<file path="config.mk">
export PLATFORM = sky130hd
export DESIGN_NAME = irc_line_framer_tokenizer
export DESIGN_NICKNAME = d
export VERILOG_FILES = /design/src/rtl/ilft_pkg.sv /design/src/rtl/ilft_front.sv /design/src/rtl/ilft_back.sv /design/src/rtl/irc_line_framer_tokenizer.sv
export VERILOG_INCLUDE_DIRS = /design/src /design/src/rtl
export SDC_FILE = /design/constraint.sdc
export NUM_CORES = 1
export LEC_CHECK = 0
export BUFFER_PORTS_ARGS = -buffer_cell sky130_fd_sc_hd__buf_4
export CORE_MARGIN = 1
export CORE_UTILIZATION = 55
export DETAILED_ROUTE_END_ITERATION = 12
export PLACE_DENSITY = 0.79
export SLEW_MARGIN = 20
export SYNTH_ARGS = -nofsm -noshare
export SYNTH_HDL_FRONTEND = slang
export SYNTH_SLANG_ARGS = --single-unit
</file>
<file path="constraint.sdc">
create_clock -name clk -period 4.82 [get_ports clk]
set_input_delay 0.482 -clock clk [delete_from_list [all_inputs] [get_ports clk]]
set_output_delay 0.482 -clock clk [all_outputs]
set_load 0.05 [all_outputs]
</file>
<file path="src/rtl/irc_line_framer_tokenizer_assert.svh">
// ---------------------------------------------------------------------------
// irc line framer tokenizer assertion macros
// shared concurrent check forms, sampled on clk, off while arst_n is low
// ---------------------------------------------------------------------------
`ifndef IRC_LINE_FRAMER_TOKENIZER_ASSERT_SVH
`define IRC_LINE_FRAMER_TOKENIZER_ASSERT_SVH

// same-cycle implication
`define ILFT_ASSERT_IMPL(lbl, ante, cons) \
	lbl: assert property (@(posedge clk) disable iff (!arst_n) (ante) |-> (cons)) \
		else $error("same-cycle check failed");

// next-cycle implication
`define ILFT_ASSERT_NEXT(lbl, ante, cons) \
	lbl: assert property (@(posedge clk) disable iff (!arst_n) (ante) |=> (cons)) \
		else $error("next-cycle check failed");

`endif

</file>
<file path="src/rtl/ilft_pkg.sv">
// ---------------------------------------------------------------------------
// ilft_pkg
// shared types and constants of the irc line framer tokenizer
// ---------------------------------------------------------------------------
package ilft_pkg;

	typedef enum logic [6:0] {
		PH_START  = 7'b0000001,
		PH_NICK   = 7'b0000010,
		PH_USER   = 7'b0000100,
		PH_HOST   = 7'b0001000,
		PH_CMD    = 7'b0010000,
		PH_MIDDLE = 7'b0100000,
		PH_TRAIL  = 7'b1000000
	} phase_t;

	localparam logic [2:0] TAG_NICK   = 3'd0;
	localparam logic [2:0] TAG_USER   = 3'd1;
	localparam logic [2:0] TAG_HOST   = 3'd2;
	localparam logic [2:0] TAG_CMD    = 3'd3;
	localparam logic [2:0] TAG_MIDDLE = 3'd4;
	localparam logic [2:0] TAG_TRAIL  = 3'd5;
	localparam logic [2:0] TAG_DELIM  = 3'd6;

	localparam logic [1:0] ST_OK    = 2'd0;
	localparam logic [1:0] ST_LONG  = 2'd1;
	localparam logic [1:0] ST_NOCMD = 2'd2;

	localparam logic [7:0] CH_LF    = 8'h0a;
	localparam logic [7:0] CH_CR    = 8'h0d;
	localparam logic [7:0] CH_SPACE = 8'h20;
	localparam logic [7:0] CH_BANG  = 8'h21;
	localparam logic [7:0] CH_COLON = 8'h3a;
	localparam logic [7:0] CH_AT    = 8'h40;

	localparam int unsigned LIMIT_W = 12;
	localparam int unsigned LEN_W   = 13;
	localparam logic [LIMIT_W-1:0] LIMIT_RESET = 12'd512;
	localparam logic [LEN_W-1:0]   LEN_SAT     = 13'h1fff;

	localparam logic REG_MAX_LINE_LENGTH = 1'b0;

	typedef struct packed {
		logic [7:0] out_byte;
		logic [2:0] field_tag;
		logic       end_of_line;
		logic [1:0] line_status;
	} result_t;

	typedef struct packed {
		logic    push;
		result_t entry;
	} queue_wr_t;

endpackage

</file>
<file path="src/rtl/ilft_front.sv">
// ---------------------------------------------------------------------------
// ilft_front
// holds one byte, tags it against the next one, tracks phase and line length
// ---------------------------------------------------------------------------
module ilft_front (
	input  logic                        clk,
	input  logic                        arst_n,
	input  logic                        accept,
	input  logic [7:0]                  in_byte,
	input  logic [ilft_pkg::LIMIT_W-1:0] max_line_length,
	output ilft_pkg::queue_wr_t         wr
);
	import ilft_pkg::*;

	logic [7:0]       held_q;
	logic             held_valid_q;
	phase_t           phase_q;
	phase_t           phase_n;
	logic [LEN_W-1:0] len_q;
	logic [LEN_W-1:0] len_inc;
	logic             ovf_q;
	logic             over;
	logic             is_eol;
	logic             in_prefix;
	logic [2:0]       tag;
	logic [1:0]       status;

	always_comb begin
		phase_n = phase_q;
		tag     = TAG_CMD;
		case (phase_q)
			PH_START: begin
				if (held_q == CH_COLON) begin
					phase_n = PH_NICK;
					tag     = TAG_DELIM;
				end else if (held_q == CH_SPACE) begin
					phase_n = PH_MIDDLE;
					tag     = TAG_DELIM;
				end else begin
					phase_n = PH_CMD;
					tag     = TAG_CMD;
				end
			end
			PH_NICK, PH_USER, PH_HOST: begin
				if (held_q == CH_BANG) begin
					phase_n = PH_USER;
					tag     = TAG_DELIM;
				end else if (held_q == CH_AT) begin
					phase_n = PH_HOST;
					tag     = TAG_DELIM;
				end else if (held_q == CH_SPACE) begin
					phase_n = PH_CMD;
					tag     = TAG_DELIM;
				end else if (phase_q == PH_NICK) begin
					tag = TAG_NICK;
				end else if (phase_q == PH_USER) begin
					tag = TAG_USER;
				end else begin
					tag = TAG_HOST;
				end
			end
			PH_CMD: begin
				if (held_q == CH_SPACE) begin
					phase_n = PH_MIDDLE;
					tag     = TAG_DELIM;
				end
			end
			PH_MIDDLE: begin
				if (held_q == CH_COLON) begin
					phase_n = PH_TRAIL;
					tag     = TAG_DELIM;
				end else if (held_q == CH_SPACE && in_byte == CH_COLON) begin
					tag = TAG_DELIM;
				end else begin
					tag = TAG_MIDDLE;
				end
			end
			default: begin
				phase_n = PH_TRAIL;
				tag     = TAG_TRAIL;
			end
		endcase
	end

	assign len_inc   = (len_q != LEN_SAT) ? len_q + 1'b1 : len_q;
	assign over      = len_inc > {1'b0, max_line_length};
	assign is_eol    = held_valid_q && (held_q == CH_CR) && (in_byte == CH_LF);
	assign in_prefix = (phase_q == PH_NICK) || (phase_q == PH_USER) || (phase_q == PH_HOST);
	assign status    = ovf_q ? ST_LONG : (in_prefix ? ST_NOCMD : ST_OK);

	always_comb begin
		wr.push = accept && held_valid_q;
		if (is_eol) begin
			wr.entry.out_byte    = 8'h00;
			wr.entry.field_tag   = TAG_DELIM;
			wr.entry.end_of_line = 1'b1;
			wr.entry.line_status = status;
		end else begin
			wr.entry.out_byte    = held_q;
			wr.entry.field_tag   = tag;
			wr.entry.end_of_line = 1'b0;
			wr.entry.line_status = ST_OK;
		end
	end

	always_ff @(posedge clk or negedge arst_n) begin
		if (!arst_n) begin
			held_valid_q <= 1'b0;
			phase_q      <= PH_START;
			len_q        <= '0;
			ovf_q        <= 1'b0;
		end else if (accept) begin
			if (is_eol) begin
				held_valid_q <= 1'b0;
				phase_q      <= PH_START;
				len_q        <= '0;
				ovf_q        <= 1'b0;
			end else if (held_valid_q) begin
				phase_q <= phase_n;
				len_q   <= len_inc;
				ovf_q   <= ovf_q | over;
			end else begin
				held_valid_q <= 1'b1;
			end
		end
	end

	always_ff @(posedge clk) begin
		if (accept) begin
			held_q <= in_byte;
		end
	end

	`include "irc_line_framer_tokenizer_assert.svh"

	`ILFT_ASSERT_NEXT(a_eol_clears_hold, wr.push && wr.entry.end_of_line, !held_valid_q)
	`ILFT_ASSERT_IMPL(a_phase_needs_hold, phase_q != PH_START, held_valid_q)
	`ILFT_ASSERT_IMPL(a_len_needs_hold, len_q != '0, held_valid_q)

endmodule

</file>
<file path="src/rtl/ilft_back.sv">
// ---------------------------------------------------------------------------
// ilft_back
// short result queue between the tagger and the result channel
// ---------------------------------------------------------------------------
module ilft_back #(
	parameter int unsigned DEPTH = 4
) (
	input  logic                clk,
	input  logic                arst_n,
	input  ilft_pkg::queue_wr_t wr,
	output logic                space,
	output logic                result_valid,
	input  logic                result_ready,
	output logic [7:0]          out_byte,
	output logic [2:0]          field_tag,
	output logic                end_of_line,
	output logic [1:0]          line_status
);
	import ilft_pkg::*;

	localparam int unsigned PTR_W = (DEPTH > 1) ? $clog2(DEPTH) : 1;
	localparam int unsigned CNT_W = $clog2(DEPTH + 1);
	localparam logic [CNT_W-1:0] FULL_COUNT = CNT_W'(DEPTH);
	localparam logic [PTR_W-1:0] LAST_PTR   = PTR_W'(DEPTH - 1);

	result_t          mem_q [DEPTH];
	logic [PTR_W-1:0] wr_ptr_q;
	logic [PTR_W-1:0] rd_ptr_q;
	logic [CNT_W-1:0] count_q;
	logic             full;
	logic             push;
	logic             pop;
	result_t          head;

	assign full         = count_q == FULL_COUNT;
	assign space        = !full;
	assign push         = wr.push;
	assign result_valid = count_q != '0;
	assign pop          = result_valid && result_ready;
	assign head         = mem_q[rd_ptr_q];
	assign out_byte     = head.out_byte;
	assign field_tag    = head.field_tag;
	assign end_of_line  = head.end_of_line;
	assign line_status  = head.line_status;

	always_ff @(posedge clk or negedge arst_n) begin
		if (!arst_n) begin
			wr_ptr_q <= '0;
			rd_ptr_q <= '0;
			count_q  <= '0;
		end else begin
			if (push) begin
				wr_ptr_q <= (wr_ptr_q == LAST_PTR) ? '0 : wr_ptr_q + 1'b1;
			end
			if (pop) begin
				rd_ptr_q <= (rd_ptr_q == LAST_PTR) ? '0 : rd_ptr_q + 1'b1;
			end
			case ({push, pop})
				2'b10:   count_q <= count_q + 1'b1;
				2'b01:   count_q <= count_q - 1'b1;
				default: count_q <= count_q;
			endcase
		end
	end

	always_ff @(posedge clk) begin
		if (push) begin
			mem_q[wr_ptr_q] <= wr.entry;
		end
	end

	`include "irc_line_framer_tokenizer_assert.svh"

	`ILFT_ASSERT_IMPL(a_no_overrun, push, !full)
	`ILFT_ASSERT_IMPL(a_count_range, 1'b1, count_q <= FULL_COUNT)
	`ILFT_ASSERT_NEXT(a_stall_holds_count, result_valid && !result_ready && !push, $stable(count_q))

endmodule

</file>
<file path="src/rtl/irc_line_framer_tokenizer.sv">
// ---------------------------------------------------------------------------
// irc_line_framer_tokenizer
// frames an irc byte stream at cr lf and tags each byte with its message field
// ---------------------------------------------------------------------------
// tagging: a byte is tagged when the following byte is accepted, and its
//   transaction is pushed into the result queue that feeds the result channel
// throughput: one byte per cycle while the QUEUE_DEPTH result queue has space,
//   set by the combinational tagger; the queue absorbs result channel stalls
// reset: asynchronous, clears the held-byte flag, phase, length, queue and
//   sets max_line_length to 512
module irc_line_framer_tokenizer #(
	parameter int unsigned QUEUE_DEPTH = 4
) (
	input  logic        clk,
	input  logic        arst_n,
	input  logic        psel,
	input  logic        penable,
	input  logic        pwrite,
	input  logic [2:0]  paddr,
	input  logic [31:0] pwdata,
	output logic [31:0] prdata,
	output logic        pready,
	input  logic        byte_valid,
	output logic        byte_ready,
	input  logic [7:0]  in_byte,
	output logic        result_valid,
	input  logic        result_ready,
	output logic [7:0]  out_byte,
	output logic [2:0]  field_tag,
	output logic        end_of_line,
	output logic [1:0]  line_status
);
	import ilft_pkg::*;

	logic [LIMIT_W-1:0] max_len_q;
	logic               space;
	logic               accept;
	queue_wr_t          wr;

	assign pready = 1'b1;
	assign accept = byte_valid && byte_ready;
	assign byte_ready = space;

	always_ff @(posedge clk or negedge arst_n) begin
		if (!arst_n) begin
			max_len_q <= LIMIT_RESET;
		end else if (psel && penable && pwrite && pready
				&& paddr[2] == REG_MAX_LINE_LENGTH) begin
			max_len_q <= pwdata[LIMIT_W-1:0];
		end
	end

	assign prdata = (paddr[2] == REG_MAX_LINE_LENGTH) ? {{(32-LIMIT_W){1'b0}}, max_len_q}
		: 32'h0;

	ilft_front u_front (
		.clk             (clk),
		.arst_n          (arst_n),
		.accept          (accept),
		.in_byte         (in_byte),
		.max_line_length (max_len_q),
		.wr              (wr)
	);

	ilft_back #(
		.DEPTH (QUEUE_DEPTH)
	) u_back (
		.clk          (clk),
		.arst_n       (arst_n),
		.wr           (wr),
		.space        (space),
		.result_valid (result_valid),
		.result_ready (result_ready),
		.out_byte     (out_byte),
		.field_tag    (field_tag),
		.end_of_line  (end_of_line),
		.line_status  (line_status)
	);

endmodule
</file>
Word level (Yosys, flattened, before mapping)
Memories as Yosys holds them, arrays and structs flattened.
Index checks and enable logic that the tools add are counted.
{ "op_classes": {"n_addsub": 5, "order_cmp": 1, "n_eq_ne": 22, "mux": 35, "n_bitwise": 2, "reduce_logical": 18} }
{ "ops": {"columns": ["cell", "count"], "rows": [
  ["7-bit two-way mux", 8],
  ["13-bit two-way mux", 3],
  ["8-bit by 6-bit == test with 1-bit output (second input constant)", 4],
  ["7-bit case mux with 4 select lines", 1],
  ["3-bit two-way mux", 7],
  ["8-bit by 4-bit == test with 1-bit output (second input constant)", 2],
  ["14-bit two-way mux", 1],
  ["13-bit by 1-bit adder with 13-bit output (second input constant)", 1],
  ["13-bit by 12-bit greater-than comparator with 1-bit output", 1],
  ["13-bit inequality test (second input constant)", 1],
  ["12-bit two-way mux", 1],
  ["2-bit two-way mux", 6],
  ["3-bit case mux with 4 select lines", 1],
  ["1-bit logical AND", 9],
  ["8-bit by 7-bit == test with 1-bit output (second input constant)", 1],
  ["7-bit by 1-bit == test with 1-bit output (second input constant)", 1],
  ["7-bit by 2-bit == test with 1-bit output (second input constant)", 1],
  ["7-bit by 3-bit == test with 1-bit output (second input constant)", 1],
  ["7-bit by 4-bit == test with 1-bit output (second input constant)", 1],
  ["7-bit by 5-bit == test with 1-bit output (second input constant)", 1],
  ["7-bit by 6-bit == test with 1-bit output (second input constant)", 1],
  ["2-bit == test (second input constant)", 3],
  ["6-bit two-way mux", 1],
  ["3-bit by 1-bit inequality test with 1-bit output (second input constant)", 2],
  ["17 further kinds", 24]
]} }
{ "word_totals": {"ff_bits": 49, "ramBits": 56, "in_bits": 50, "output_inout_bits": 49, "mem_count": 1} }
{ "memory_table": {"columns": ["memory", "depth", "width", "read_ports", "rd_clocked_by_memory_dff", "wr", "line_no", "text"], "rows": [
  ["u_back.mem_q", 4, 14, 1, 0, 1, "ilft_back.sv:26", "result_t mem_q [DEPTH];"]
]} }

Longest topological paths before layout
{ "depth": {"depth_word": 8, "depth_mapped": 13, "mapped_depth_nobuf": 12} }

Modules after synthesis
A second synthesis with hierarchy kept.
{ "hier_totals": {"hier_cells": 414, "area_unflattened_um2": 5390.2} }
{ "by_module_without_submodules": {"columns": ["module", "instances", "cells_each", "area_per_inst_um2", "seq_area_each_um2"], "rows": [
  ["ilft_back", 1, 113, 2486.1, 1856.8],
  ["ilft_front", 1, 238, 2142.1, 792.0],
  ["irc_line_framer_tokenizer", 1, 63, 762.0, 301.5]
]} }

Worst setup path before layout
No wires, ideal clock.
{ "synth_timing": {"path_kind": "flip-flop to flip-flop", "start": "reg u_back.count_q[0]", "end": "reg u_back.count_q[2]", "arrival_ps": 2636, "setup_slack_ps": 2105, "path_stages_with_launch": 12, "n_path_buf": 1, "period_less_slack_ps": 2715, "path_cell_list": "dfrtp_1 > inv_1 > nand3_1 > and3_1 > inv_1 > clkbuf_1 > ha_1 > inv_1 > fa_1 > xor2_1 > nor2_1 > xor2_1"} }
{ "synth_via": {"elab_chain_len": 6} }
{ "synth_lines": {"columns": ["element", "line_no", "text"], "rows": [
  ["from (decl)", "ilft_back.sv:29", "logic [CNT_W-1:0] count_q;"],
  ["from (signal assigned)", "ilft_back.sv:59", "2'b10: count_q <= count_q + 1'b1;"],
  ["from (signal assigned)", "ilft_back.sv:60", "2'b01: count_q <= count_q - 1'b1;"],
  ["from (signal assigned)", "ilft_back.sv:61", "default: count_q <= count_q;"],
  ["3-bit == test *", "ilft_back.sv:35", "assign full = count_q == FULL_COUNT;"],
  ["1-bit logical NOT *", "ilft_back.sv:36", "assign space = !full;"],
  ["via byte_ready", "irc_line_framer_tokenizer.sv:24", "output logic byte_ready,"],
  ["1-bit logical AND *", "irc_line_framer_tokenizer.sv:41", "assign accept = byte_valid && byte_ready;"],
  ["1-bit logical AND *", "ilft_front.sv:92", "wr.push = accept && held_valid_q;"],
  ["2-bit by 1-bit == test with 1-bit output or 2-bit == test (tied branches)", "ilft_back.sv:58", "case ({push, pop})"],
  ["3-bit case mux with 2 select lines or 2-bit nonzero test (tied branches)", null, null]
]} }
Mark *: on every way through the listed nets, which the timed path passes. The rest lies on a longest branch.
A chain may end at the register's enable or synchronous reset.

Final worst setup path
{ "layout_timing": {"start": "reg u_front.len_q[0]", "end": "reg u_front.ovf_q"} }
{ "layout_via": {"elab_chain_len": 6} }
{ "layout_lines": {"columns": ["element", "line_no", "text"], "rows": [
  ["from (decl)", "ilft_front.sv:19", "logic [LEN_W-1:0] len_q;"],
  ["from (signal assigned)", "ilft_front.sv:120", "len_q <= len_inc;"],
  ["13-bit by 1-bit adder with 13-bit output or 13-bit inequality test (tied branches)", "ilft_front.sv:85", "assign len_inc = (len_q != LEN_SAT) ? len_q + 1'b1 : len_q;"],
  ["13-bit two-way mux *", "ilft_front.sv:85", null],
  ["13-bit by 12-bit greater-than comparator with 1-bit output *", "ilft_front.sv:86", "assign over = len_inc > {1'b0, max_line_length};"],
  ["1-bit OR *", "ilft_front.sv:121", "ovf_q <= ovf_q | over;"],
  ["1-bit two-way mux *", "ilft_front.sv:118", "end else if (held_valid_q) begin"],
  ["1-bit two-way mux *", "ilft_front.sv:113", "if (is_eol) begin"],
  ["to (signal assigned)", "ilft_front.sv:121", null],
  ["to (decl)", "ilft_front.sv:21", "logic ovf_q;"]
]} }
Mark *: on every way between the ends. The rest lies on a longest branch, timed or not. The select of a mux whose other input is x is not followed.

==> impl_metrics.py <==
metrics = {
    "worst_setup_path": {
        "timing.rr.end": "u_front.ovf_q",
        "worstSetupPathType": "reg2reg",
        "crit_path_end_kind": "flip-flop",
        "timing.reg2reg.setup_slack_ns": 1.84,
        "reg2reg_depth": 11,
        "r2r_start": "u_front.len_q[0]",
        "cp-startpoint": "u_front.len_q[0]",
        "path_max_fanout": 5,
        "endpoint": "u_front.ovf_q",
        "worst_ep_arrival_time_ns": 3.29,
        "crit_path_start_kind": "flip-flop",
        "critPathRequiredTime_ns": 5.13,
    },
    "final_layout": {
        "fin_area_sq_um": 5910,
        "insertedDiodeCount": 0,
        "synthToLayoutAreaGrowth_pct": 11.9,
        "layout-drive-gt1-share": 0.228,
        "fin_nets": 544,
    },
    "cts": {
        "clock_sinks": 105,
        "cts_hold_buf": 0,
        "cts_root_buffer": "clkbuf_8",
        "cts_buffers": 9,
        "cts_tree": "yes",
        "cts-resized-gates": 0,
        "clkTransAtPathRegs_ns": 0.11,
        "post-cts-setup-buffers": 0,
        "cts_max_level": 3,
        "cts.path.max_buffers": 2,
        "clk_latency_ns": 0.38,
    },
    "routing": {
        "dr.pass1.iters": 5,
        "wirelength_um": 9930,
        "vias_per_cell": 5.68,
        "vias": 3455,
        "antenna_left": 0,
        "route.detailed.drc": 0,
        "route.detailed.wl_per_inst_um": 16.3,
        "drt_iter0_drc": 183,
    },
    "timing": {
        "slew_headroom": 0.366,
        "worst_pin_slew_ns": 0.952,
        "hold_viol": 0,
        "final.setup.tns_ns": 0,
        "min_period_ns": 2.98,
        "fmax_ghz": 0.336,
        "finalSetupViolCount": 0,
        "drv_slew": 0,
        "rsz0062_at_grt": "no",
        "skew_ns": 0.0131,
        "min_period_over_period": 0.618,
    },
    "logic_synthesis": {
        "syn_area_sq_um": 5280,
        "postSynth.asyncResetShare": 0.390,
        "ys.flop_type": "edfxtp_1",
        "syn_avg_cell_area_sq_um": 12.3,
        "syn-instance-count": 429,
        "ys_ff_latch": 105,
        "yosys.cell_types.count": 54,
        "yosysWarnings": 0,
        "synth-seq-area-share": 0.558,
        "synth_enable_flop_cells": 64,
    },
    "power": {
        "power.density_nw_per_um2": 520,
        "cellLeakagePower_nw": 2.42,
        "ir_drop_mv": 0.332,
        "power.switching_mw": 1.26,
        "power_frac_clock": 0.178,
        "comb_power_share": 0.387,
        "swShare": 0.410,
        "p_int_mw": 1.81,
        "p_seq_frac": 0.434,
    },
    "grt": {
        "track_usage": 0.215,
        "antenna_found_initial": 0,
        "grt_max_degree": 42,
        "grt_pass1_wl_um": 16800,
        "grt_pass1_vias": 3503,
        "grt_overflow": 0,
    },
    "floorplanning": {
        "die_height_um": 100,
        "start_util": 0.569,
        "core_sq_um": 9280,
        "pin_count": 99,
        "die_area_sq_um": 10000,
        "rows": 35,
        "dieWidth_um": 100,
    },
    "placement": {
        "post_dp_cell_area_sq_um": 5700,
        "io_buffers": 55,
        "place_congestion": 0.857,
        "dp_hpwl_um": 6960,
    },
    "outcome": {
        "status": "finished clean",
    },
    "min_path": {
        "min_path_type": "in2async",
    },
    "flow_run": {
        "maxCapViolCount": 0,
    },
}
[per-stage QoR]
step,setup WS [ns],instances,util,power (mW),hold WS [ns]
floorplan,2.10,448,-,2.24,0.186
global placement,1.92,592,0.614,2.51,0.472
detailed placement,1.89,592,0.614,2.56,0.493
CTS,1.85,608,0.637,3.10,0.0904
global route,1.52,608,0.637,3.25,0.126
finish,1.84,608,0.637,3.08,0.0735
[flip-flops by register name, indices dropped and copies added (netlist names)]
name / count
u_front.len_q: 13
u_front.phase_q: 7
u_front.held_valid_q: 1
u_back.mem_q: 56
u_back.wr_ptr_q: 2
u_back.rd_ptr_q: 2
max_len_q: 12
u_front.ovf_q: 1
u_front.held_q: 8
u_back.count_q: 3
[kinds of logic (layout without fill, tap and decap cells)]
| kind of cell | Yosys count | count (layout) | synth area share |
|---|---|---|---|
| compound gates | 72 | 72 | 0.0867 |
| simple gates | 126 | 126 | 0.133 |
| flops | 105 | 105 | 0.558 |
| xor+xnor | 12 | 12 | 0.0199 |
| buf+inv | 63 | 94 | 0.0597 |
| other cells | 2 | 21 | 0.00142 |
| fa+ha+maj | 20 | 20 | 0.0488 |
| mux | 29 | 29 | 0.0923 |
[worst min path at each step]
stage	slack, ns	end
4_1_cts	0.09	max_len_q[11]
2_1_floorplan	0.19	max_len_q[0]
3_5_place_dp	0.49	max_len_q[10]
3_3_place_gp	0.47	u_back.count_q[2]
5_1_grt	0.13	max_len_q[11]
6_report	0.07	max_len_q[11]
[synthesized netlist by cell type (all sizes together), types with 3 or more instances]
master  count  area, sq um
edfxtp     64         1920
dfrtp      39          976
nor2       32          123
o21ai      24          120
buf        23          165
inv        22         82.6
a21oi      19         95.1
ha         19          238
clkbuf     18         67.6
nand2      18         67.6
mux2       15          173
mux4       14          315
nand3      11         55.1
nor2b      10         62.6
nor3        8         40.0
xor2        8         70.1
and2        7         43.8
and3        5         31.3
nor4        5         46.3
or3         5         31.3
a21o        4         30.0
a22o        4         35.0
a31oi       4         25.0
and4        4         35.0
nand4       4         25.0
xnor2       4         35.0
nand4b      3         26.3
nor3b       3         22.5
o211ai      3         22.5
[cells in the final DEF (no fill, tap or decap), types with 14 or more instances in the layout]
| cell type | Yosys | final |
|---|---|---|
| inv_1 | 22 | 22 |
| a21oi_1 | 19 | 19 |
| conb_1 | 2 | 21 |
| nor2_1 | 31 | 31 |
| buf_4 | 21 | 56 |
| dfrtp_1 | 39 | 39 |
| nand2_1 | 18 | 18 |
| edfxtp_1 | 64 | 64 |
| o21ai_0 | 24 | 24 |
| ha_1 | 19 | 19 |
| mux2_2 | 14 | 14 |
| mux4_2 | 14 | 14 |
[cell type report]
class | count | area (sq um)
Fill cell | 738 | 3370
Sequential cell | 105 | 2950
Multi-Input combinational cell | 280 | 2090
Timing Repair Buffer | 56 | 420
Tap cell | 129 | 161
Clock buffer | 9 | 124
Clock inverter | 7 | 83.8
Inverter | 22 | 82.6
[layer usage]
metal | share of wire | global-route usage | wire (um) | up-vias
met5 | 0 | 0 | 0 | -
met4 | 0.011 | 0.0725 | 106 | 0
met3 | 0.036 | 0.0265 | 355 | 11
met2 | 0.52 | 0.384 | 5130 | 99
met1 | 0.44 | 0.272 | 4340 | 1723
li1 | - | - | - | 1622
[power by group through the flow]
stage | registers [mW] | clock network (mW) | logic, mW
5_1_grt | 1.37 | 0.588 | 1.29
4_1_cts | 1.34 | 0.557 | 1.20
3_5_place_dp | 1.36 | 0 | 1.20
3_3_place_gp | 1.34 | 0 | 1.16
6_report | 1.34 | 0.548 | 1.19
2_1_floorplan | 1.25 | 0 | 0.987
[critical path, stage by stage, from the launching register on]
cell and delay (ns):
dfrtp_1 0.45, ha_1 0.26, nand3_1 0.13, a31oi_1 0.42, nand3_1 0.19, xnor2_1 0.16, ha_1 0.29, and4_1 0.21
nor3b_1 0.29, a21boi_0 0.21, o21ai_0 0.14, a21oi_1 0.16
Power figures use the tool's default switching activity.
